$ cat src/rtl/ata_pkg.sv
// package for the accelerometer tilt angle block
// types, constants and the cordic arctangent table; no dependencies
package ata_pkg;

    localparam int MAP_BITS   = 11;
    localparam int ANGLE_BITS = 16;
    localparam int TABLE_LEN  = 24;
    localparam int Z_BITS     = 25;

    localparam logic [9:0] RAW_MIN_RESET = 10'd403;
    localparam logic [9:0] RAW_MAX_RESET = 10'd625;

    localparam logic [ANGLE_BITS-1:0] DEG_0   = 16'd0;
    localparam logic [ANGLE_BITS-1:0] DEG_90  = 16'd9000;
    localparam logic [ANGLE_BITS-1:0] DEG_180 = 16'd18000;
    localparam logic [ANGLE_BITS-1:0] DEG_270 = 16'd27000;
    localparam logic [ANGLE_BITS-1:0] DEG_360 = 16'd36000;

    localparam logic signed [Z_BITS-1:0] HALF_TURN = 25'sd4608000;
    localparam logic signed [Z_BITS-1:0] FULL_TURN = 25'sd9216000;

    typedef enum logic {
        REG_RAW_MIN = 1'b0,
        REG_RAW_MAX = 1'b1
    } t_reg_index;

    // special case classification carried down the cordic row
    typedef enum logic [2:0] {
        SPEC_NONE,
        SPEC_P0_QPOS,
        SPEC_P0_QNEG,
        SPEC_Q0_PPOS,
        SPEC_Q0_PNEG
    } t_spec;

    typedef struct packed {
        logic signed [MAP_BITS-1:0] p;
        logic signed [MAP_BITS-1:0] q;
    } t_pair;

    function automatic logic signed [Z_BITS-1:0] atan_step(input int i);
        logic signed [Z_BITS-1:0] r;
        case (i)
            0: r = 25'sd1152000;  1: r = 25'sd680065;  2: r = 25'sd359328;
            3: r = 25'sd182400;   4: r = 25'sd91554;   5: r = 25'sd45822;
            6: r = 25'sd22916;    7: r = 25'sd11459;   8: r = 25'sd5730;
            9: r = 25'sd2865;     10: r = 25'sd1432;   11: r = 25'sd716;
            12: r = 25'sd358;     13: r = 25'sd179;    14: r = 25'sd90;
            15: r = 25'sd45;      16: r = 25'sd22;     17: r = 25'sd11;
            18: r = 25'sd6;       19: r = 25'sd3;      20: r = 25'sd1;
            21: r = 25'sd1;
            default: r = '0;
        endcase
        return r;
    endfunction

endpackage

$ cat src/rtl/ata_cordic_cell.sv
// one vectoring cordic rotation cell with its special case side band
// depends on ata_pkg
module ata_cordic_cell #(
    parameter int VEC_BITS = 30,
    parameter int STEP     = 0
) (
    input  logic                                 i_clk,
    input  logic                                 i_en,
    input  logic signed [VEC_BITS-1:0]           i_x,
    input  logic signed [VEC_BITS-1:0]           i_y,
    input  logic signed [ata_pkg::Z_BITS-1:0]    i_z,
    input  ata_pkg::t_spec                       i_spec,
    output logic signed [VEC_BITS-1:0]           o_x,
    output logic signed [VEC_BITS-1:0]           o_y,
    output logic signed [ata_pkg::Z_BITS-1:0]    o_z,
    output ata_pkg::t_spec                       o_spec
);
    localparam logic signed [ata_pkg::Z_BITS-1:0] A = ata_pkg::atan_step(STEP);

    logic signed [VEC_BITS-1:0] w_dx, w_dy;

    // arithmetic shift is the floor division by a power of two
    assign w_dx = i_y >>> STEP;
    assign w_dy = i_x >>> STEP;

    always_ff @(posedge i_clk) begin
        if (i_en) begin
            o_spec <= i_spec;
            if (!i_y[VEC_BITS-1]) begin
                o_x <= i_x + w_dx;
                o_y <= i_y - w_dy;
                o_z <= i_z + A;
            end else begin
                o_x <= i_x - w_dx;
                o_y <= i_y + w_dy;
                o_z <= i_z - A;
            end
        end
    end
endmodule

$ cat src/rtl/ata_cordic_row.sv
// one pair to one angle: entry cell, row of cordic cells and the final rounding
// depends on ata_pkg and ata_cordic_cell
module ata_cordic_row #(
    parameter int STAGES = 16
) (
    input  logic                               i_clk,
    input  logic                               i_en,
    input  ata_pkg::t_pair                     i_pair,
    output logic [ata_pkg::ANGLE_BITS-1:0]     o_angle
);
    localparam int VB = ata_pkg::MAP_BITS + 16 + 3;

    logic signed [VB-1:0]             w_x [STAGES+1];
    logic signed [VB-1:0]             w_y [STAGES+1];
    logic signed [ata_pkg::Z_BITS-1:0] w_z [STAGES+1];
    ata_pkg::t_spec                   w_s [STAGES+1];

    logic signed [VB-1:0]              r_x0, r_y0;
    logic signed [ata_pkg::Z_BITS-1:0] r_z0;
    ata_pkg::t_spec                    r_s0;

    logic signed [ata_pkg::MAP_BITS:0] w_p, w_q;
    ata_pkg::t_spec n_spec;

    always_comb begin
        w_p = {i_pair.p[ata_pkg::MAP_BITS-1], i_pair.p};
        w_q = {i_pair.q[ata_pkg::MAP_BITS-1], i_pair.q};
        if (i_pair.p == '0)
            n_spec = (i_pair.q[ata_pkg::MAP_BITS-1] || i_pair.q == '0) ?
                     ata_pkg::SPEC_P0_QNEG : ata_pkg::SPEC_P0_QPOS;
        else if (i_pair.q == '0)
            n_spec = i_pair.p[ata_pkg::MAP_BITS-1] ?
                     ata_pkg::SPEC_Q0_PNEG : ata_pkg::SPEC_Q0_PPOS;
        else
            n_spec = ata_pkg::SPEC_NONE;
    end

    // entry register: fold the left half plane by half a turn
    always_ff @(posedge i_clk) begin
        if (i_en) begin
            r_s0 <= n_spec;
            if (w_q[ata_pkg::MAP_BITS]) begin
                r_x0 <= {{(VB-ata_pkg::MAP_BITS-17){1'b0}}, -w_q, 16'd0};
                r_y0 <= {{(VB-ata_pkg::MAP_BITS-17){w_p[ata_pkg::MAP_BITS]^1'b1}},
                         -w_p, 16'd0};
                r_z0 <= ata_pkg::HALF_TURN;
            end else begin
                r_x0 <= {{(VB-ata_pkg::MAP_BITS-17){1'b0}}, w_q, 16'd0};
                r_y0 <= {{(VB-ata_pkg::MAP_BITS-17){w_p[ata_pkg::MAP_BITS]}},
                         w_p, 16'd0};
                r_z0 <= '0;
            end
        end
    end

    assign w_x[0] = r_x0;
    assign w_y[0] = r_y0;
    assign w_z[0] = r_z0;
    assign w_s[0] = r_s0;

    for (genvar g = 0; g < STAGES; g++) begin : g_cell
        ata_cordic_cell #(.VEC_BITS(VB), .STEP(g)) u_cell (
            .i_clk  (i_clk),
            .i_en   (i_en),
            .i_x    (w_x[g]),
            .i_y    (w_y[g]),
            .i_z    (w_z[g]),
            .i_spec (w_s[g]),
            .o_x    (w_x[g+1]),
            .o_y    (w_y[g+1]),
            .o_z    (w_z[g+1]),
            .o_spec (w_s[g+1])
        );
    end

    logic signed [ata_pkg::Z_BITS:0] w_phi, w_r;
    logic [ata_pkg::ANGLE_BITS-1:0]  n_angle;

    always_comb begin
        w_phi = {w_z[STAGES][ata_pkg::Z_BITS-1], w_z[STAGES]};
        if (w_phi <= 0)
            w_phi = w_phi + {1'b0, ata_pkg::FULL_TURN};
        w_r = (w_phi + 26'sd128) >>> 8;
        if (w_r < 0)
            n_angle = ata_pkg::DEG_0;
        else if (w_r > 26'sd36000)
            n_angle = ata_pkg::DEG_360;
        else
            n_angle = w_r[ata_pkg::ANGLE_BITS-1:0];
        case (w_s[STAGES])
            ata_pkg::SPEC_P0_QPOS: n_angle = ata_pkg::DEG_360;
            ata_pkg::SPEC_P0_QNEG: n_angle = ata_pkg::DEG_180;
            ata_pkg::SPEC_Q0_PPOS: n_angle = ata_pkg::DEG_90;
            ata_pkg::SPEC_Q0_PNEG: n_angle = ata_pkg::DEG_270;
            default: ;
        endcase
    end

    always_ff @(posedge i_clk) begin
        if (i_en)
            o_angle <= n_angle;
    end
endmodule

$ cat config.mk
export PLATFORM = sky130hd
export DESIGN_NAME = ata_cordic_row
export DESIGN_NICKNAME = d
export VERILOG_FILES = /design/src/rtl/ata_pkg.sv /design/src/rtl/ata_cordic_cell.sv /design/src/rtl/ata_cordic_row.sv
export SDC_FILE = /design/constraint.sdc
export NUM_CORES = 2
export LEC_CHECK = 0
export ABC_AREA = 1
export BUFFER_PORTS_ARGS = -buffer_cell sky130_fd_sc_hd__buf_2
export CORE_ASPECT_RATIO = 0.7
export CORE_MARGIN = 2
export CORE_UTILIZATION = 55
export CTS_BUF_LIST = sky130_fd_sc_hd__clkbuf_8 sky130_fd_sc_hd__clkbuf_16
export DETAILED_ROUTE_END_ITERATION = 8
export PLACE_DENSITY_LB_ADDON = 0.25
export SETUP_SLACK_MARGIN = 0.1
export SLEW_MARGIN = 20
export SYNTH_ARGS = -nofsm -noshare
export SYNTH_HDL_FRONTEND = slang
export SYNTH_SLANG_ARGS = --single-unit
export TNS_END_PERCENT = 10
$ cat constraint.sdc
create_clock -name i_clk -period 4.6 [get_ports i_clk]
set_input_delay 0.92 -clock i_clk [delete_from_list [all_inputs] [get_ports i_clk]]
set_output_delay 0.92 -clock i_clk [all_outputs]
set_load 0.1 [all_outputs]
==> results.json <==
{
  "worst-path-max-fanout": 5,
  "route.final.wire_length_um": 276000,
  "ctsHoldBuffers": 0,
  "reg2reg_to": "g_cell[7].u_cell.o_x[26]",
  "clk_latency_ns": 0.81,
  "floorplan.die_area_um2": 176000,
  "worstSetupPathType": "flip-flop to flip-flop",
  "drive_above_1_share_pct": 4.39,
  "placement_rows": 127,
  "worstMarginPinSlew_ns": 0.950,
  "cp_cell_instances": "nor2_1, nand2_1, nor3_2, nand3_1, nor4_2, nand2_1, o21ai_0, xor2_1, inv_1, ha_1, a21oi_1, o21ai_0, a21oi_1, nand3_1, a31oi_1, o21bai_1, xor2_1",
  "pin_count_of_the_biggest_net_entering_global_routing": 93,
  "max_stage_delay_ns": 0.50,
  "core_utilization_of_the_finished_layout_pct": 60.0,
  "synth-edff-count": 1138,
  "outcome": "finished, final reports clean",
  "tritoncts.num_buffers": 120,
  "htree_levels": 3,
  "worst_r2r_path_depth": 17,
  "timing.max_slew.rel_slack_pct": 36.7,
  "avgViaCountPerCell": 5.85,
  "post_synth_most_frequent_cells": "nand2_1, inv_1, edfxtp_1",
  "firstDrtPassIters": 6,
  "cts.clk_slew.worst_paths_ns": 0.06,
  "yosysTopAreaCell": "edfxtp_1",
  "route.antenna.remaining_nets": 0,
  "final_cells": 13800,
  "grt_pass1_vias": 72700,
  "detailedRoute.firstIterationViolations": 9299,
  "crit_slowest_cell": "edfxtp_1",
  "finalWorstPathRequiredPeriod_ns": 4.29,
  "hold_violations": 0,
  "finalSetupViolations": 0,
  "clock_tree.root_cell": "clkbuf_16",
  "cell_family_with_the_largest_share_of_critical_path_delay": "simple AND/OR/NAND/NOR gates",
  "holdCritStartpoint": "i_pair[0]",
  "fmax_mhz": 233,
  "finalWorstSetupSlack_ns": 0.311,
  "syn_area_um2": 94800,
  "gr-usage-all-layers_pct": 30.5,
  "depth_of_the_worst_hold_timing_path": 1,
  "remaining_drc_errors": 0,
  "rsz0062_at_grt": "yes",
  "dp_cells": 13500,
  "grt_total_ovfl": 0,
  "netlist_instances": 11200,
  "wl_per_cell_um": 20.1,
  "final.setup_skew_ns": 0.0514,
  "critPathCaptureType": "flip-flop",
  "worst_r2r_startpoint": "g_cell[6].u_cell.o_y[10]",
  "initial_core_utilization_pct": 55.4,
  "buffer_ports.inserted": 39,
  "warnings_from_yosys": 0,
  "ctsLongestPathBuffers": 3,
  "worst_hold_path_type": "input pin to flip-flop",
  "die_x_um": 500,
  "asyncSetResetFlopFracSynth_pct": 0,
  "required_ns": 5.16,
  "cap_viol_max_count": 0,
  "worstHoldEndpoint": "r_x0[16]",
  "yosys_most_used_dff": "edfxtp_1",
  "post-place-ws_ns": -0.0162,
  "tritoncts": "built",
  "critical_path.n_buffers_inverters": 1,
  "timing.critical_path.from_type": "flip-flop",
  "yosys.cell_count.top_type": "nand2_1",
  "crit_start": "g_cell[6].u_cell.o_y[10]",
  "initial_antenna_violation_count": 7,
  "global_route_wire_length_before_repair_um": 421000,
  "syn-mean-instance-area_um2": 8.46,
  "synth_top_area_share_pct": 36.0,
  "layout-area-overhead-vs-synth_pct": 8.44,
  "timing.reg2reg.setup_slack_ns": 0.31,
  "via_count_of_the_routed_design": 80500,
  "core_area_um2": 171000,
  "tritoncts_num_sinks": 1138,
  "ys_seq_area_share_pct": 36.0,
  "pin_count": 40,
  "sum_of_negative_setup_slack_ns": 0,
  "netlist-cell-type-count": 68,
  "dp_hpwl_um": 226000,
  "gp_congestion": 1.02,
  "synth.ff_latch_count": 1138,
  "floorplan.die.height_um": 351,
  "ys_top_cells_by_area": "edfxtp_1, ha_1, xor2_1",
  "timing_max_transition_violations_final": 0,
  "crit_arrival_ns": 4.85,
  "finish.net_count": 12500,
  "layout_worst_path_cycle_share_pct": 93.2
}
[through the flow]
stage	cell area (um^2)	hold WS [ns]
6_report	103000	0.375
5_1_grt	103000	0.326
4_1_cts	102000	0.315
3_5_place_dp	98500	0.405
3_3_place_gp	98500	0.402
2_1_floorplan	94800	0.400
[placed cells by master, fill, tap and decap left out, drive strengths merged, types with 4 or more instances in the layout]
cell / synthesis / routed
a211oi: 24 / 24
a21boi: 51 / 51
a21o: 75 / 75
a21oi: 1069 / 1069
a221oi: 13 / 13
a31o: 9 / 9
a31oi: 123 / 123
and3: 4 / 4
buf: 14 / 155
bufinv: 0 / 11
clkbuf: 74 / 120
clkinv: 9 / 68
clkinvlp: 0 / 17
edfxtp: 1138 / 1138
fa: 37 / 37
ha: 1038 / 1038
inv: 1243 / 1262
nand2: 2000 / 2000
nand3: 395 / 395
nand3b: 17 / 17
nand4: 112 / 112
nor2: 972 / 972
nor3: 298 / 298
nor3b: 15 / 15
nor4: 79 / 79
o2111ai: 19 / 19
o211ai: 27 / 27
o21a: 61 / 61
o21ai: 697 / 697
o21bai: 90 / 90
o221ai: 9 / 9
o31ai: 40 / 40
o41ai: 4 / 4
or2: 20 / 20
xnor2: 425 / 425
xor2: 984 / 984
[flip-flops by register name (all words and copies together), names as in the netlist]
signal,flops
r_z0,1
g_cell.u_cell.o_z,346
r_s0,3
g_cell.u_cell.o_y,360
o_angle,16
g_cell.u_cell.o_spec,48
g_cell.u_cell.o_x,339
r_x0,12
r_y0,13
[worst max path at each step]
stage	end	slack (ns)	depth (start not counted)
global route	g_cell[6].u_cell.o_x[29]	-0.02	21
CTS	g_cell[5].u_cell.o_y[27]	0.12	20
finish	g_cell[7].u_cell.o_x[26]	0.31	17
global placement	g_cell[5].u_cell.o_y[27]	-0.03	20
floorplan	g_cell[5].u_cell.o_y[24]	0.88	16
detailed placement	g_cell[5].u_cell.o_y[27]	-0.02	20
[worst register-to-register path: stages, from the launching register on]
cell      delay, ns
edfxtp_1       0.50
nor2_1         0.14
nand2_1        0.11
nor3_2         0.30
nand3_1        0.18
nor4_2         0.25
nand2_1        0.17
o21ai_0        0.23
xor2_1         0.38
inv_1          0.10
ha_1           0.37
a21oi_1        0.23
o21ai_0        0.11
a21oi_1        0.21
nand3_1        0.23
a31oi_1        0.29
o21bai_1       0.11
xor2_1         0.14
[layout make-up]
type	count	area (um^2)
fill	15100	68500
multi-input combinational	8729	55900
sequential	1138	34200
inverter	1252	4700
clock buffer	120	3000
tap	2257	2820
timing repair buffer	155	1240
clock inverter	106	977
antenna	3	7.51
[per-layer routing]
layer | part of all wire [%] | routed length [um] | global-route usage, % | up-vias
met5 | 0.014 | 39 | 0 | -
met4 | 1.6 | 4430 | 5.36 | 6
met3 | 11 | 31100 | 7.61 | 274
met1 | 51 | 140000 | 50.4 | 37800
met2 | 37 | 101000 | 38.9 | 3334
li1 | - | - | - | 39100
[cells by family (layout without fill, tap and decap cells)]
kind of cell             Yosys count  after routing  share of synthesized area (%)
XOR/XNOR                        1409           1409                           13.0
other                              1              5                        0.00395
buffers and inverters           1340           1633                           5.34
AND/OR/NAND/NOR                 3921           3921                           17.4
flip-flops                      1138           1138                           36.0
adder cells (fa/ha/maj)         1075           1075                           14.5
AO/OA/AOI/OAI                   2320           2320                           13.7
multiplexers                       2              2                         0.0211
[timing repair]
item                                   4_1_cts  5_1_grt
pin swaps                                    0        8
setup buffers                                0       10
endpoints found under the hold margin        0        0
resized for setup                            2       58
setup endpoints to repair                    3       68
Power is not shown: default switching activity piles up to over one toggle a cycle in this logic, so the estimate is an artifact.
