$ cat config.mk
export PLATFORM = sky130hd
export DESIGN_NAME = ata_map_cell
export DESIGN_NICKNAME = d
export VERILOG_FILES = /design/src/rtl/ata_map_cell.sv
export SDC_FILE = /design/constraint.sdc
export NUM_CORES = 1
export LEC_CHECK = 0
export BUFFER_PORTS_ARGS = -buffer_cell sky130_fd_sc_hd__buf_2
export CELL_PAD_IN_SITES_DETAIL_PLACEMENT = 0
export CELL_PAD_IN_SITES_GLOBAL_PLACEMENT = 1
export CORE_MARGIN = 2
export CORE_UTILIZATION = 30
export DETAILED_ROUTE_END_ITERATION = 10
export PLACE_DENSITY_LB_ADDON = 0.15
export SLEW_MARGIN = 20
export SYNTH_ARGS = -nofsm -noshare
export SYNTH_HDL_FRONTEND = slang
export SYNTH_SLANG_ARGS = --single-unit
$ cat constraint.sdc
create_clock -name i_clk -period 4.9 [get_ports i_clk]
set_clock_uncertainty 0.2 [all_clocks]
set_input_delay 1.47 -clock i_clk [delete_from_list [all_inputs] [get_ports i_clk]]
set_output_delay 1.47 -clock i_clk [all_outputs]
set_load 0.03 [all_outputs]
$ cat src/rtl/ata_map_cell.sv
// one cell of the restoring divider row for the axis mapping
// depends on nothing
module ata_map_cell #(
    parameter int NUM_BITS = 20,
    parameter int DEN_BITS = 11,
    parameter int STEP     = 0
) (
    input  logic                i_clk,
    input  logic                i_en,
    input  logic                i_neg,
    input  logic [NUM_BITS-1:0] i_num,
    input  logic [DEN_BITS-1:0] i_den,
    input  logic [NUM_BITS-1:0] i_quo,
    input  logic [NUM_BITS+DEN_BITS-1:0] i_rem,
    output logic                o_neg,
    output logic [NUM_BITS-1:0] o_num,
    output logic [DEN_BITS-1:0] o_den,
    output logic [NUM_BITS-1:0] o_quo,
    output logic [NUM_BITS+DEN_BITS-1:0] o_rem
);
    localparam int RB = NUM_BITS + DEN_BITS;
    localparam int BIT = NUM_BITS - 1 - STEP;

    logic [RB-1:0]       n_rem;
    logic [NUM_BITS-1:0] n_quo;
    logic [RB-1:0]       w_shift;

    always_comb begin
        w_shift = {i_rem[RB-2:0], i_num[BIT]};
        n_quo   = i_quo;
        if (w_shift >= {{NUM_BITS{1'b0}}, i_den}) begin
            n_rem      = w_shift - {{NUM_BITS{1'b0}}, i_den};
            n_quo[BIT] = 1'b1;
        end else begin
            n_rem = w_shift;
        end
    end

    always_ff @(posedge i_clk) begin
        if (i_en) begin
            o_neg <= i_neg;
            o_num <= i_num;
            o_den <= i_den;
            o_quo <= n_quo;
            o_rem <= n_rem;
        end
    end
endmodule

==> run_summary.xml, run 1 <==
<?xml version="1.0" encoding="UTF-8"?>
<metrics>
  <group name="synth">
    <metric name="synth_ff_type" unit="">sky130_fd_sc_hd__edfxtp_1</metric>
    <metric name="cell_area_synth" unit="sq mm">0.00367</metric>
    <metric name="avgSynthCellArea" unit="sq um">13.9</metric>
    <metric name="synth_sequential_area_ratio" unit="%">67.9</metric>
    <metric name="synth.cells.most_frequent" unit="">sky130_fd_sc_hd__edfxtp_1, sky130_fd_sc_hd__nor2_1, sky130_fd_sc_hd__xnor2_1</metric>
    <metric name="most_repeated_cell_in_the_gate_level_netlist_after_synthesis" unit="">sky130_fd_sc_hd__edfxtp_1</metric>
    <metric name="synthesis.instances" unit="">265</metric>
    <metric name="synth_top_cells_by_area" unit="">sky130_fd_sc_hd__edfxtp_1, sky130_fd_sc_hd__xnor2_1, sky130_fd_sc_hd__ha_1, sky130_fd_sc_hd__nand3_1, sky130_fd_sc_hd__nor2_1</metric>
    <metric name="postSynthRegisterBits" unit="">83</metric>
    <metric name="synth.largest_area_cell" unit="">sky130_fd_sc_hd__edfxtp_1</metric>
    <metric name="proportion_of_netlist_area_held_by_the_largest_area_contributor" unit="%">67.9</metric>
    <metric name="yosys_warnings" unit="">0</metric>
    <metric name="post_synth_num_cell_types" unit="">40</metric>
    <metric name="asyncSetResetFlopFracSynth" unit="%">0</metric>
    <metric name="syn_nets" unit="">362</metric>
    <metric name="synth_enable_flop_cells" unit="">83</metric>
  </group>
  <group name="place">
    <metric name="io_buffer_count" unit="">166</metric>
    <metric name="dp.cells" unit="">569</metric>
    <metric name="place.gp.congestion" unit="">0.713</metric>
    <metric name="hpwlAfterDp" unit="mm">6.43</metric>
  </group>
  <group name="power">
    <metric name="max-vdd-ir-drop" unit="mV">0.122</metric>
    <metric name="cellLeakagePower" unit="nW">2.08</metric>
    <metric name="power_density" unit="mW/mm^2">380</metric>
    <metric name="total_power" unit="mW">1.89</metric>
  </group>
  <group name="floorplan">
    <metric name="die_w" unit="um">115</metric>
    <metric name="design.portCount" unit="">168</metric>
    <metric name="die_area" unit="sq mm">0.0131</metric>
    <metric name="die_height" unit="um">115</metric>
    <metric name="num_rows" unit="">40</metric>
    <metric name="start_util" unit="%">30.7</metric>
    <metric name="core_area" unit="sq mm">0.0120</metric>
  </group>
  <group name="timing">
    <metric name="totalNegativeSetupSlack" unit="ps">0</metric>
    <metric name="count_of_final_max_slew_check_failures" unit="">0</metric>
    <metric name="achievable-frequency" unit="GHz">0.257</metric>
    <metric name="final-setup-viol-count" unit="">0</metric>
    <metric name="final_min_period_over_clock_period" unit="%">79.5</metric>
    <metric name="timing_hold_violations_final" unit="">0</metric>
    <metric name="period_minus_slack" unit="ps">3890</metric>
    <metric name="setup_repair_after_global_routing_missed_its_margin" unit="">no</metric>
    <metric name="slew-limit-headroom" unit="%">51.0</metric>
    <metric name="timing_worst_slew_pin_value" unit="ps">736</metric>
  </group>
  <group name="grt">
    <metric name="antenna_found_initial" unit="">0</metric>
    <metric name="grt_remaining_overflow" unit="">0</metric>
    <metric name="grt_pass1_wl" unit="mm">13.2</metric>
    <metric name="global_route.usage.total" unit="%">13.3</metric>
    <metric name="grt_start_max_net_pins" unit="">84</metric>
    <metric name="number_of_global_route_vias_before_repair" unit="">2584</metric>
  </group>
  <group name="setup_path">
    <metric name="required" unit="ps">4780</metric>
    <metric name="cp-endpoint" unit="">o_rem[3]$_DFFE_PP_</metric>
    <metric name="start_kind" unit="">input pin</metric>
    <metric name="critPathMaxFanout" unit="">25</metric>
    <metric name="worst_path_arrival" unit="ps">3780</metric>
    <metric name="worst-setup-path-type" unit="">in -&gt; reg</metric>
    <metric name="crit_path_start" unit="">i_den[4]</metric>
    <metric name="worst_setup_path_end_kind" unit="">flop</metric>
  </group>
  <group name="clocking">
    <metric name="resized_gates_after_cts" unit="">0</metric>
    <metric name="tritoncts.num_buffers" unit="">9</metric>
    <metric name="hold_buffers" unit="">0</metric>
    <metric name="path_clk_slew" unit="ps">60</metric>
    <metric name="clock_path_buffers" unit="">2</metric>
    <metric name="cts.root.buffer_cell" unit="">sky130_fd_sc_hd__clkbuf_16</metric>
    <metric name="cts_tree" unit="">built</metric>
    <metric name="number_of_h_tree_levels" unit="">3</metric>
    <metric name="post-cts-setup-buffers" unit="">0</metric>
    <metric name="clkSinkCount" unit="">83</metric>
  </group>
  <group name="drt">
    <metric name="detailroute.via_count" unit="">2716</metric>
    <metric name="remaining_drc_errors" unit="">0</metric>
    <metric name="total_iterations_of_the_first_detailed_routing_run" unit="">4</metric>
    <metric name="routed_wire_length_per_instance" unit="um">15.1</metric>
    <metric name="detailedRoute.firstIterationViolations" unit="">207</metric>
    <metric name="vias_per_cell" unit="">4.64</metric>
    <metric name="routed_wl" unit="mm">8.81</metric>
    <metric name="drt.antenna.violating_nets" unit="">0</metric>
  </group>
  <group name="outcome">
    <metric name="outcome" unit="">complete, no violations</metric>
  </group>
  <group name="layout">
    <metric name="fin_cells" unit="">585</metric>
    <metric name="final_nets" unit="">531</metric>
    <metric name="num_antenna_cells" unit="">0</metric>
    <metric name="drive_above_1_share" unit="%">42.7</metric>
    <metric name="multi_input_area" unit="sq mm">0.00108</metric>
    <metric name="synthToLayoutAreaGrowth" unit="%">35.7</metric>
    <metric name="ff_latch_area" unit="sq mm">0.00249</metric>
    <metric name="n_fill_cell" unit="">1159</metric>
  </group>
  <group name="hold_path">
    <metric name="min-delay-path-class" unit="">in -&gt; reg</metric>
  </group>
  <group name="run">
    <metric name="count_of_max_cap_constraint_violations" unit="">0</metric>
  </group>
</metrics>
-- worst min-delay path by stage --
stage              start             endpoint  slack [ps]  cells after the start
2_1_floorplan   i_den[0]   o_den[0]$_DFFE_PP_        1370                      0
3_3_place_gp    i_quo[0]   o_quo[0]$_DFFE_PP_        1450                      1
3_5_place_dp   i_num[18]  o_num[18]$_DFFE_PP_        1450                      1
4_1_cts        i_quo[18]  o_quo[18]$_DFFE_PP_        1090                      1
5_1_grt         i_num[4]   o_num[4]$_DFFE_PP_        1090                      1
6_report        i_num[2]   o_num[2]$_DFFE_PP_        1110                      1
-- where the power goes --
group          internal, mW  total, mW  switching, mW
logic                 0.117      0.366          0.249
clock network         0.390      0.656          0.266
registers             0.857      0.871         0.0134
total                  1.36       1.89          0.528
-- stage by stage --
| stage | hold slack [ps] | utilization, % | worst slack, ps | cell area, sq um |
|---|---|---|---|---|
| after global placement | 1450 | 39.0 | 638 | 4670 |
| after CTS | 1090 | 41.4 | 981 | 4950 |
| after floorplan | 1370 | - | 1390 | 3670 |
| final | 1110 | 41.7 | 1010 | 4980 |
| after detailed placement | 1450 | 39.0 | 621 | 4670 |
| after global routing | 1090 | 41.7 | 796 | 4980 |
-- cells in the final DEF, fill, tap and decap left out, types with 3 or more instances in the layout --
cell	netlist	layout
sky130_fd_sc_hd__a21oi_1	17	16
sky130_fd_sc_hd__buf_2	3	165
sky130_fd_sc_hd__clkbuf_16	0	9
sky130_fd_sc_hd__edfxtp_1	83	83
sky130_fd_sc_hd__ha_1	11	11
sky130_fd_sc_hd__inv_1	16	16
sky130_fd_sc_hd__nand2_1	9	9
sky130_fd_sc_hd__nand2b_1	3	3
sky130_fd_sc_hd__nand3_1	20	20
sky130_fd_sc_hd__nand4_1	3	3
sky130_fd_sc_hd__nor2_1	24	24
sky130_fd_sc_hd__nor4_1	8	8
sky130_fd_sc_hd__o22ai_1	3	3
sky130_fd_sc_hd__xnor2_1	24	24
sky130_fd_sc_hd__xor2_1	4	4
-- flip-flops by register name, indices dropped and copies added (netlist names) --
name / flops
o_den: 11
o_neg: 1
o_quo: 20
o_rem: 31
o_num: 20
-- worst max-delay path, stage by stage --
cell                       delay (ps)
sky130_fd_sc_hd__buf_2             90
sky130_fd_sc_hd__inv_1             40
sky130_fd_sc_hd__ha_1             360
sky130_fd_sc_hd__nand2_1          120
sky130_fd_sc_hd__a211oi_2         240
sky130_fd_sc_hd__o22ai_1          210
sky130_fd_sc_hd__o31ai_4          640
sky130_fd_sc_hd__buf_12           260
sky130_fd_sc_hd__mux2_2           350
-- layout make-up --
cell class / count / area share (%)
Clock buffer: 10 / 4.59
Clock inverter: 5 / 1.08
Inverter: 16 / 1.21
Multi-Input combinational cell: 156 / 21.7
Sequential cell: 83 / 50.0
Tap cell: 147 / 3.69
Timing Repair Buffer: 168 / 17.7
-- routing by layer --
layer | global-route usage (%) | vias up | share of wire (%)
li1 | - | 1325 | -
met1 | 17.4 | 1264 | 45
met2 | 20.3 | 116 | 45
met3 | 4.34 | 11 | 8.6
met4 | 5.85 | 0 | 1.6
met5 | 0 | - | 0
-- kinds of logic (layout without fill, tap and decap cells) --
group	Yosys count	in the layout	synth area share, %
xor gates and xnor gates	28	28	6.68
DFF	83	83	67.9
muxes	2	2	0.715
and+or+nand+nor	80	80	11.4
adders and majority gates	12	12	4.29
buffers and inverters	26	199	2.96
AOI/OAI and AO/OA	34	34	6.03
Note: power is estimated with default switching activity, not from simulation.
==> run 2: changes to the inputs <==
ABC_AREA = 1   (was default)
clock period = 3.7 ns   (was 4.9 ns; I/O delays follow)
==> run_summary.xml, run 2 <==
<?xml version="1.0" encoding="UTF-8"?>
<metrics>
  <group name="synth">
    <metric name="synthesis.instances" unit="">479</metric>
    <metric name="synth.cells.most_frequent" unit="">sky130_fd_sc_hd__nand2_1, sky130_fd_sc_hd__edfxtp_1, sky130_fd_sc_hd__inv_1</metric>
    <metric name="synth_ff_type" unit="">sky130_fd_sc_hd__edfxtp_1</metric>
    <metric name="avgSynthCellArea" unit="sq um">9.15</metric>
    <metric name="synth_enable_flop_cells" unit="">83</metric>
    <metric name="asyncSetResetFlopFracSynth" unit="%">0</metric>
    <metric name="synth_sequential_area_ratio" unit="%">56.9</metric>
    <metric name="post_synth_num_cell_types" unit="">23</metric>
    <metric name="cell_area_synth" unit="sq mm">0.00438</metric>
    <metric name="most_repeated_cell_in_the_gate_level_netlist_after_synthesis" unit="">sky130_fd_sc_hd__nand2_1</metric>
    <metric name="synth_top_cells_by_area" unit="">sky130_fd_sc_hd__edfxtp_1, sky130_fd_sc_hd__nand2_1, sky130_fd_sc_hd__inv_1, sky130_fd_sc_hd__nand3_1, sky130_fd_sc_hd__nor2_1</metric>
    <metric name="synth.largest_area_cell" unit="">sky130_fd_sc_hd__edfxtp_1</metric>
    <metric name="yosys_warnings" unit="">0</metric>
    <metric name="syn_nets" unit="">576</metric>
    <metric name="postSynthRegisterBits" unit="">83</metric>
    <metric name="proportion_of_netlist_area_held_by_the_largest_area_contributor" unit="%">56.9</metric>
  </group>
  <group name="timing">
    <metric name="achievable-frequency" unit="GHz">0.337</metric>
    <metric name="post-route-worst-setup-slack" unit="ps">730</metric>
    <metric name="period_minus_slack" unit="ps">2970</metric>
    <metric name="final-setup-viol-count" unit="">0</metric>
    <metric name="timing_hold_violations_final" unit="">0</metric>
    <metric name="setup_repair_after_global_routing_missed_its_margin" unit="">no</metric>
    <metric name="totalNegativeSetupSlack" unit="ps">0</metric>
    <metric name="final_min_period_over_clock_period" unit="%">80.3</metric>
    <metric name="slew-limit-headroom" unit="%">67.6</metric>
    <metric name="timing_worst_slew_pin_value" unit="ps">486</metric>
    <metric name="count_of_final_max_slew_check_failures" unit="">0</metric>
  </group>
  <group name="drt">
    <metric name="remaining_drc_errors" unit="">0</metric>
    <metric name="routed_wl" unit="mm">12.4</metric>
    <metric name="vias_per_cell" unit="">4.39</metric>
    <metric name="drt.antenna.violating_nets" unit="">0</metric>
    <metric name="detailedRoute.firstIterationViolations" unit="">220</metric>
    <metric name="total_iterations_of_the_first_detailed_routing_run" unit="">4</metric>
    <metric name="routed_wire_length_per_instance" unit="um">14.6</metric>
    <metric name="detailroute.via_count" unit="">3733</metric>
  </group>
  <group name="layout">
    <metric name="synthToLayoutAreaGrowth" unit="%">31.5</metric>
    <metric name="largest_register" unit="">o_rem</metric>
    <metric name="final_nets" unit="">758</metric>
    <metric name="finished_cell_area" unit="sq mm">0.00576</metric>
    <metric name="largest_register_ffs" unit="">31</metric>
    <metric name="reg.largest.list" unit="">o_rem x31, o_num x20, o_quo x20</metric>
    <metric name="n_fill_cell" unit="">1534</metric>
    <metric name="num_antenna_cells" unit="">0</metric>
    <metric name="drive_above_1_share" unit="%">32.4</metric>
    <metric name="layout.cells.most_common_list" unit="">sky130_fd_sc_hd__buf_2, sky130_fd_sc_hd__nand2_1, sky130_fd_sc_hd__edfxtp_1</metric>
    <metric name="mostFrequentLayoutCell" unit="">sky130_fd_sc_hd__buf_2</metric>
  </group>
  <group name="place">
    <metric name="hpwlAfterDp" unit="mm">10.0</metric>
    <metric name="dp_worst_setup_slack" unit="ps">373</metric>
    <metric name="postPlaceCellArea" unit="sq mm">0.00548</metric>
    <metric name="place.gp.congestion" unit="">0.886</metric>
    <metric name="io_buffer_count" unit="">166</metric>
  </group>
  <group name="floorplan">
    <metric name="die_height" unit="um">125</metric>
    <metric name="die_w" unit="um">125</metric>
    <metric name="num_rows" unit="">44</metric>
    <metric name="core_area" unit="sq mm">0.0144</metric>
    <metric name="die_area" unit="sq mm">0.0156</metric>
    <metric name="design.portCount" unit="">168</metric>
    <metric name="start_util" unit="%">30.4</metric>
  </group>
  <group name="clocking">
    <metric name="clkSinkCount" unit="">83</metric>
    <metric name="hold_buffers" unit="">0</metric>
    <metric name="path_clk_slew" unit="ps">60</metric>
    <metric name="cts.root.buffer_cell" unit="">sky130_fd_sc_hd__clkbuf_16</metric>
    <metric name="clock_path_buffers" unit="">2</metric>
    <metric name="cts_tree" unit="">built</metric>
    <metric name="number_of_h_tree_levels" unit="">3</metric>
    <metric name="tritoncts.num_buffers" unit="">9</metric>
    <metric name="post-cts-setup-buffers" unit="">0</metric>
    <metric name="resized_gates_after_cts" unit="">0</metric>
  </group>
  <group name="setup_path">
    <metric name="worst-setup-path-type" unit="">in -&gt; reg</metric>
    <metric name="start_kind" unit="">input pin</metric>
    <metric name="worst_setup_path_end_kind" unit="">flop</metric>
    <metric name="critPathMaxFanout" unit="">13</metric>
    <metric name="required" unit="ps">3580</metric>
    <metric name="worst_path_arrival" unit="ps">2850</metric>
  </group>
  <group name="grt">
    <metric name="grt_remaining_overflow" unit="">0</metric>
    <metric name="antenna_found_initial" unit="">0</metric>
    <metric name="grt_use_met3" unit="%">3.57</metric>
    <metric name="grt_pass1_wl" unit="mm">19.5</metric>
    <metric name="number_of_global_route_vias_before_repair" unit="">3745</metric>
    <metric name="grt_start_max_net_pins" unit="">50</metric>
    <metric name="global_route.usage.total" unit="%">16.2</metric>
    <metric name="top_usage_layer" unit="">met2</metric>
    <metric name="groute.layer.met2.usage" unit="%">26.2</metric>
    <metric name="grtUsageMet1" unit="%">21.5</metric>
  </group>
  <group name="power">
    <metric name="p_comb_share" unit="%">21.1</metric>
    <metric name="power_density" unit="mW/mm^2">441</metric>
    <metric name="switching_power" unit="uW">784</metric>
    <metric name="internal-power" unit="mW">1.75</metric>
    <metric name="p_seq_share" unit="%">45.4</metric>
    <metric name="cellLeakagePower" unit="nW">2.74</metric>
    <metric name="clkPwrFrac" unit="%">33.4</metric>
    <metric name="max-vdd-ir-drop" unit="mV">0.177</metric>
    <metric name="power.switching_fraction" unit="%">30.9</metric>
    <metric name="total_power" unit="mW">2.54</metric>
  </group>
  <group name="hold_path">
    <metric name="min-delay-path-class" unit="">in -&gt; reg</metric>
  </group>
  <group name="outcome">
    <metric name="outcome" unit="">complete, no violations</metric>
  </group>
  <group name="run">
    <metric name="count_of_max_cap_constraint_violations" unit="">0</metric>
  </group>
</metrics>
run 2: routing by layer:
metal,up-vias,wire length (um)
met5,-,0
met1,1677,5960
met2,135,5520
met4,0,195
li1,1908,-
met3,13,749
run 2: through the flow:
stage                     hold WS (ps)  utilization [%]  instances
after floorplan                   1010                -        479
after global placement            1090             38.0        834
after detailed placement          1090             38.0        834
after CTS                          730             39.9        850
after global routing               727             39.9        850
final                              742             39.9        850
run 2: worst max-delay path: stages:
cell and delay (ps):
sky130_fd_sc_hd__buf_2 120, sky130_fd_sc_hd__inv_1 50, sky130_fd_sc_hd__ha_1 340, sky130_fd_sc_hd__nand3_1 100
sky130_fd_sc_hd__nand3_1 150, sky130_fd_sc_hd__nand2_1 100, sky130_fd_sc_hd__nand2_1 70, sky130_fd_sc_hd__buf_4 160
sky130_fd_sc_hd__nand2_1 50, sky130_fd_sc_hd__nand2_1 120, sky130_fd_sc_hd__nor2_4 130, sky130_fd_sc_hd__buf_4 260
sky130_fd_sc_hd__a21oi_2 70
run 2: worst paths after layout:
path,startpoint,slack (ps),cells past startpoint,end
worst max-delay path,i_den[1],730,13,o_rem[30]$_DFFE_PP_
worst min-delay path,i_num[0],740,1,o_num[0]$_DFFE_PP_
run 2: cells by family (layout without fill, tap and decap cells):
logic type / after synthesis / count (layout) / share of synthesized area (%)
simple gates: 269 / 269 / 26.4
buf+inv: 86 / 273 / 7.88
flops: 83 / 83 / 56.9
compound gates: 20 / 20 / 3.40
fa+ha+maj: 12 / 12 / 3.60
xor+xnor: 9 / 9 / 1.80
run 2: power groups by stage:
stage | registers [mW] | clock network [mW] | logic [mW]
finish | 1.15 | 0.848 | 0.536
global route | 1.16 | 0.921 | 0.588
CTS | 1.16 | 0.886 | 0.544
detailed placement | 1.18 | 0 | 0.542
global placement | 1.17 | 0 | 0.540
floorplan | 1.35 | 0 | 0.159
run 2: layout make-up:
class,count,area (sq um),area share (%)
clock inverters,7,51.3,0.891
inverters,83,312,5.41
flip-flops and latches,83,2490,43.3
clock buffers,9,225,3.91
repair buffers,174,906,15.7
multi-input cells,310,1540,26.8
well taps,184,230,4.00
==> run 3: changes to the inputs <==
clock period = 2.7 ns   (was 3.7 ns; I/O delays follow)
==> run_summary.xml, run 3 (synthesis gave the netlist of run 2 again) <==
<?xml version="1.0" encoding="UTF-8"?>
<metrics>
  <group name="outcome">
    <metric name="outcome" unit="">complete, no violations</metric>
  </group>
  <group name="floorplan">
    <metric name="start_util" unit="%">30.4</metric>
    <metric name="die_area" unit="sq mm">0.0156</metric>
    <metric name="die_height" unit="um">125</metric>
    <metric name="design.portCount" unit="">168</metric>
    <metric name="die_w" unit="um">125</metric>
    <metric name="core_area" unit="sq mm">0.0144</metric>
    <metric name="num_rows" unit="">44</metric>
  </group>
  <group name="drt">
    <metric name="detailroute.via_count" unit="">3948</metric>
    <metric name="routed_wl" unit="mm">12.5</metric>
    <metric name="detailedRoute.firstIterationViolations" unit="">210</metric>
    <metric name="remaining_drc_errors" unit="">0</metric>
    <metric name="vias_per_cell" unit="">4.36</metric>
    <metric name="routed_wire_length_per_instance" unit="um">13.8</metric>
    <metric name="total_iterations_of_the_first_detailed_routing_run" unit="">4</metric>
    <metric name="drt.antenna.violating_nets" unit="">0</metric>
  </group>
  <group name="power">
    <metric name="p_seq_share" unit="%">45.2</metric>
    <metric name="p_comb_share" unit="%">23.4</metric>
    <metric name="internal-power" unit="mW">2.46</metric>
    <metric name="cellLeakagePower" unit="nW">3.01</metric>
    <metric name="switching_power" unit="mW">1.04</metric>
    <metric name="clkPwrFrac" unit="%">31.4</metric>
    <metric name="max-vdd-ir-drop" unit="mV">0.262</metric>
    <metric name="power_density" unit="mW/mm^2">564</metric>
    <metric name="total_power" unit="mW">3.50</metric>
    <metric name="power.switching_fraction" unit="%">29.7</metric>
  </group>
  <group name="timing">
    <metric name="timing.hold.ws" unit="ps">441</metric>
    <metric name="setup_repair_after_global_routing_missed_its_margin" unit="">no</metric>
    <metric name="timing_hold_violations_final" unit="">0</metric>
    <metric name="slew-limit-headroom" unit="%">79.5</metric>
    <metric name="final-setup-viol-count" unit="">0</metric>
    <metric name="period_minus_slack" unit="ps">2530</metric>
    <metric name="count_of_final_max_slew_check_failures" unit="">0</metric>
    <metric name="timing_worst_slew_pin_value" unit="ps">308</metric>
    <metric name="final_min_period_over_clock_period" unit="%">93.6</metric>
    <metric name="achievable-frequency" unit="GHz">0.396</metric>
  </group>
  <group name="setup_path">
    <metric name="timing.critical_path.slowest_cell_delay" unit="ps">340</metric>
    <metric name="required" unit="ps">2600</metric>
    <metric name="worst_path_max_delay_cell" unit="">sky130_fd_sc_hd__ha_1</metric>
    <metric name="critPathMaxFanout" unit="">9</metric>
    <metric name="crit_chain" unit="">buf_2, inv_1, ha_1, nand2_1, inv_1, nand2_1, nand2_1, inv_1, nand2_1, a21oi_2, nand3_2, buf_12, or2_1</metric>
    <metric name="worst_path_arrival" unit="ps">2430</metric>
    <metric name="start_kind" unit="">input pin</metric>
    <metric name="worst_setup_path_end_kind" unit="">flop</metric>
    <metric name="worst-setup-path-type" unit="">in -&gt; reg</metric>
    <metric name="crit_path_start" unit="">i_den[6]</metric>
    <metric name="crit_top_cell" unit="">sky130_fd_sc_hd__nand2_1</metric>
  </group>
  <group name="layout">
    <metric name="fin_cells" unit="">906</metric>
    <metric name="finished_cell_area" unit="sq mm">0.00620</metric>
    <metric name="drive_above_1_share" unit="%">37.7</metric>
    <metric name="n_fill_cell" unit="">1501</metric>
    <metric name="fraction_of_the_core_area_covered_by_cells_at_the_end_of_the_flow" unit="%">43.0</metric>
    <metric name="mostFrequentLayoutCell" unit="">sky130_fd_sc_hd__buf_2</metric>
    <metric name="largest_register_ffs" unit="">31</metric>
    <metric name="synthToLayoutAreaGrowth" unit="%">41.6</metric>
    <metric name="num_antenna_cells" unit="">0</metric>
    <metric name="final_nets" unit="">815</metric>
    <metric name="layout.cells.most_common_list" unit="">sky130_fd_sc_hd__buf_2, sky130_fd_sc_hd__nand2_1, sky130_fd_sc_hd__edfxtp_1</metric>
    <metric name="reg.largest.list" unit="">o_rem x31, o_num x20, o_quo x20</metric>
    <metric name="largest_register" unit="">o_rem</metric>
  </group>
  <group name="clocking">
    <metric name="number_of_h_tree_levels" unit="">3</metric>
    <metric name="tritoncts.num_buffers" unit="">9</metric>
    <metric name="clkSinkCount" unit="">83</metric>
    <metric name="path_clk_slew" unit="ps">60</metric>
    <metric name="cts_tree" unit="">built</metric>
    <metric name="cts.root.buffer_cell" unit="">sky130_fd_sc_hd__clkbuf_16</metric>
    <metric name="hold_buffers" unit="">0</metric>
    <metric name="clock_path_buffers" unit="">2</metric>
  </group>
  <group name="place">
    <metric name="postPlaceCellArea" unit="sq mm">0.00593</metric>
    <metric name="place.gp.congestion" unit="">0.910</metric>
    <metric name="io_buffer_count" unit="">166</metric>
    <metric name="dp.cells" unit="">890</metric>
    <metric name="hpwlAfterDp" unit="mm">10.3</metric>
  </group>
  <group name="hold_path">
    <metric name="hold-path-cell-count" unit="">1</metric>
    <metric name="min-delay-path-class" unit="">in -&gt; reg</metric>
    <metric name="worstHoldStart" unit="">i_quo[2]</metric>
    <metric name="worst_hold_path.endpoint" unit="">o_quo[2]$_DFFE_PP_</metric>
  </group>
  <group name="grt">
    <metric name="antenna_found_initial" unit="">0</metric>
    <metric name="grt_remaining_overflow" unit="">0</metric>
    <metric name="global_route.usage.total" unit="%">16.3</metric>
    <metric name="number_of_global_route_vias_before_repair" unit="">3969</metric>
    <metric name="grt_start_max_net_pins" unit="">39</metric>
    <metric name="grt_pass1_wl" unit="mm">19.7</metric>
  </group>
  <group name="run">
    <metric name="count_of_max_cap_constraint_violations" unit="">0</metric>
  </group>
</metrics>
==> run 3: per-stage QoR <==
stage	setup slack, ps	TNS, ps
finish	173	0
global route	3.47	0
CTS	128	0
detailed placement	-241	-5360
global placement	-200	-4700
floorplan	96.0	0
==> run 3: cell type report <==
class | count | area [sq um] | share of cell area, %
flip-flops and latches | 83 | 2490 | 40.2
clock inverters | 5 | 31.3 | 0.504
well taps | 184 | 230 | 3.71
repair buffers | 231 | 1360 | 21.9
clock buffers | 10 | 229 | 3.69
multi-input cells | 310 | 1550 | 25.0
inverters | 83 | 312 | 5.02
==> run 3: worst max path at each step <==
| stage | cells past startpoint | slack (ps) | endpoint |
|---|---|---|---|
| 6_report | 13 | 170 | o_quo[19]$_SDFFCE_PP1P_ |
| 3_5_place_dp | 13 | -240 | o_quo[19]$_SDFFCE_PP1P_ |
| 4_1_cts | 13 | 130 | o_quo[19]$_SDFFCE_PP1P_ |
| 2_1_floorplan | 11 | 100 | o_rem[7]$_DFFE_PP_ |
| 5_1_grt | 13 | 3 | o_quo[19]$_SDFFCE_PP1P_ |
| 3_3_place_gp | 13 | -200 | o_quo[19]$_SDFFCE_PP1P_ |
==> run 3: metal layers <==
| metal | global-route usage (%) | vias up | wire length [um] |
|---|---|---|---|
| met3 | 3.78 | 16 | 784 |
| li1 | - | 2018 | - |
| met4 | 6.01 | 0 | 234 |
| met5 | 0 | - | 0 |
| met1 | 21.1 | 1775 | 5830 |
| met2 | 26.9 | 139 | 5630 |
==> run 3: worst max-delay path: cells and delay by family <==
family / cells / cell delay (ps)
buf+inv: 5 / 390
simple gates: 6 / 680
compound gates: 1 / 200
fa+ha+maj: 1 / 340
==> run 3: timing repair <==
action	4_1_cts	5_1_grt
endpoints found under the setup margin	0	8
setup buffers	0	1
endpoints found under the hold margin	0	0
resized for setup	0	2
==> run 3: power groups by stage <==
stage          Clock, mW  Sequential (mW)  Combinational, mW
2_1_floorplan          0             1.86              0.217
3_3_place_gp           0             1.61              0.823
3_5_place_dp           0             1.61              0.827
4_1_cts             1.14             1.58              0.829
5_1_grt             1.18             1.59              0.894
6_report            1.10             1.58              0.819
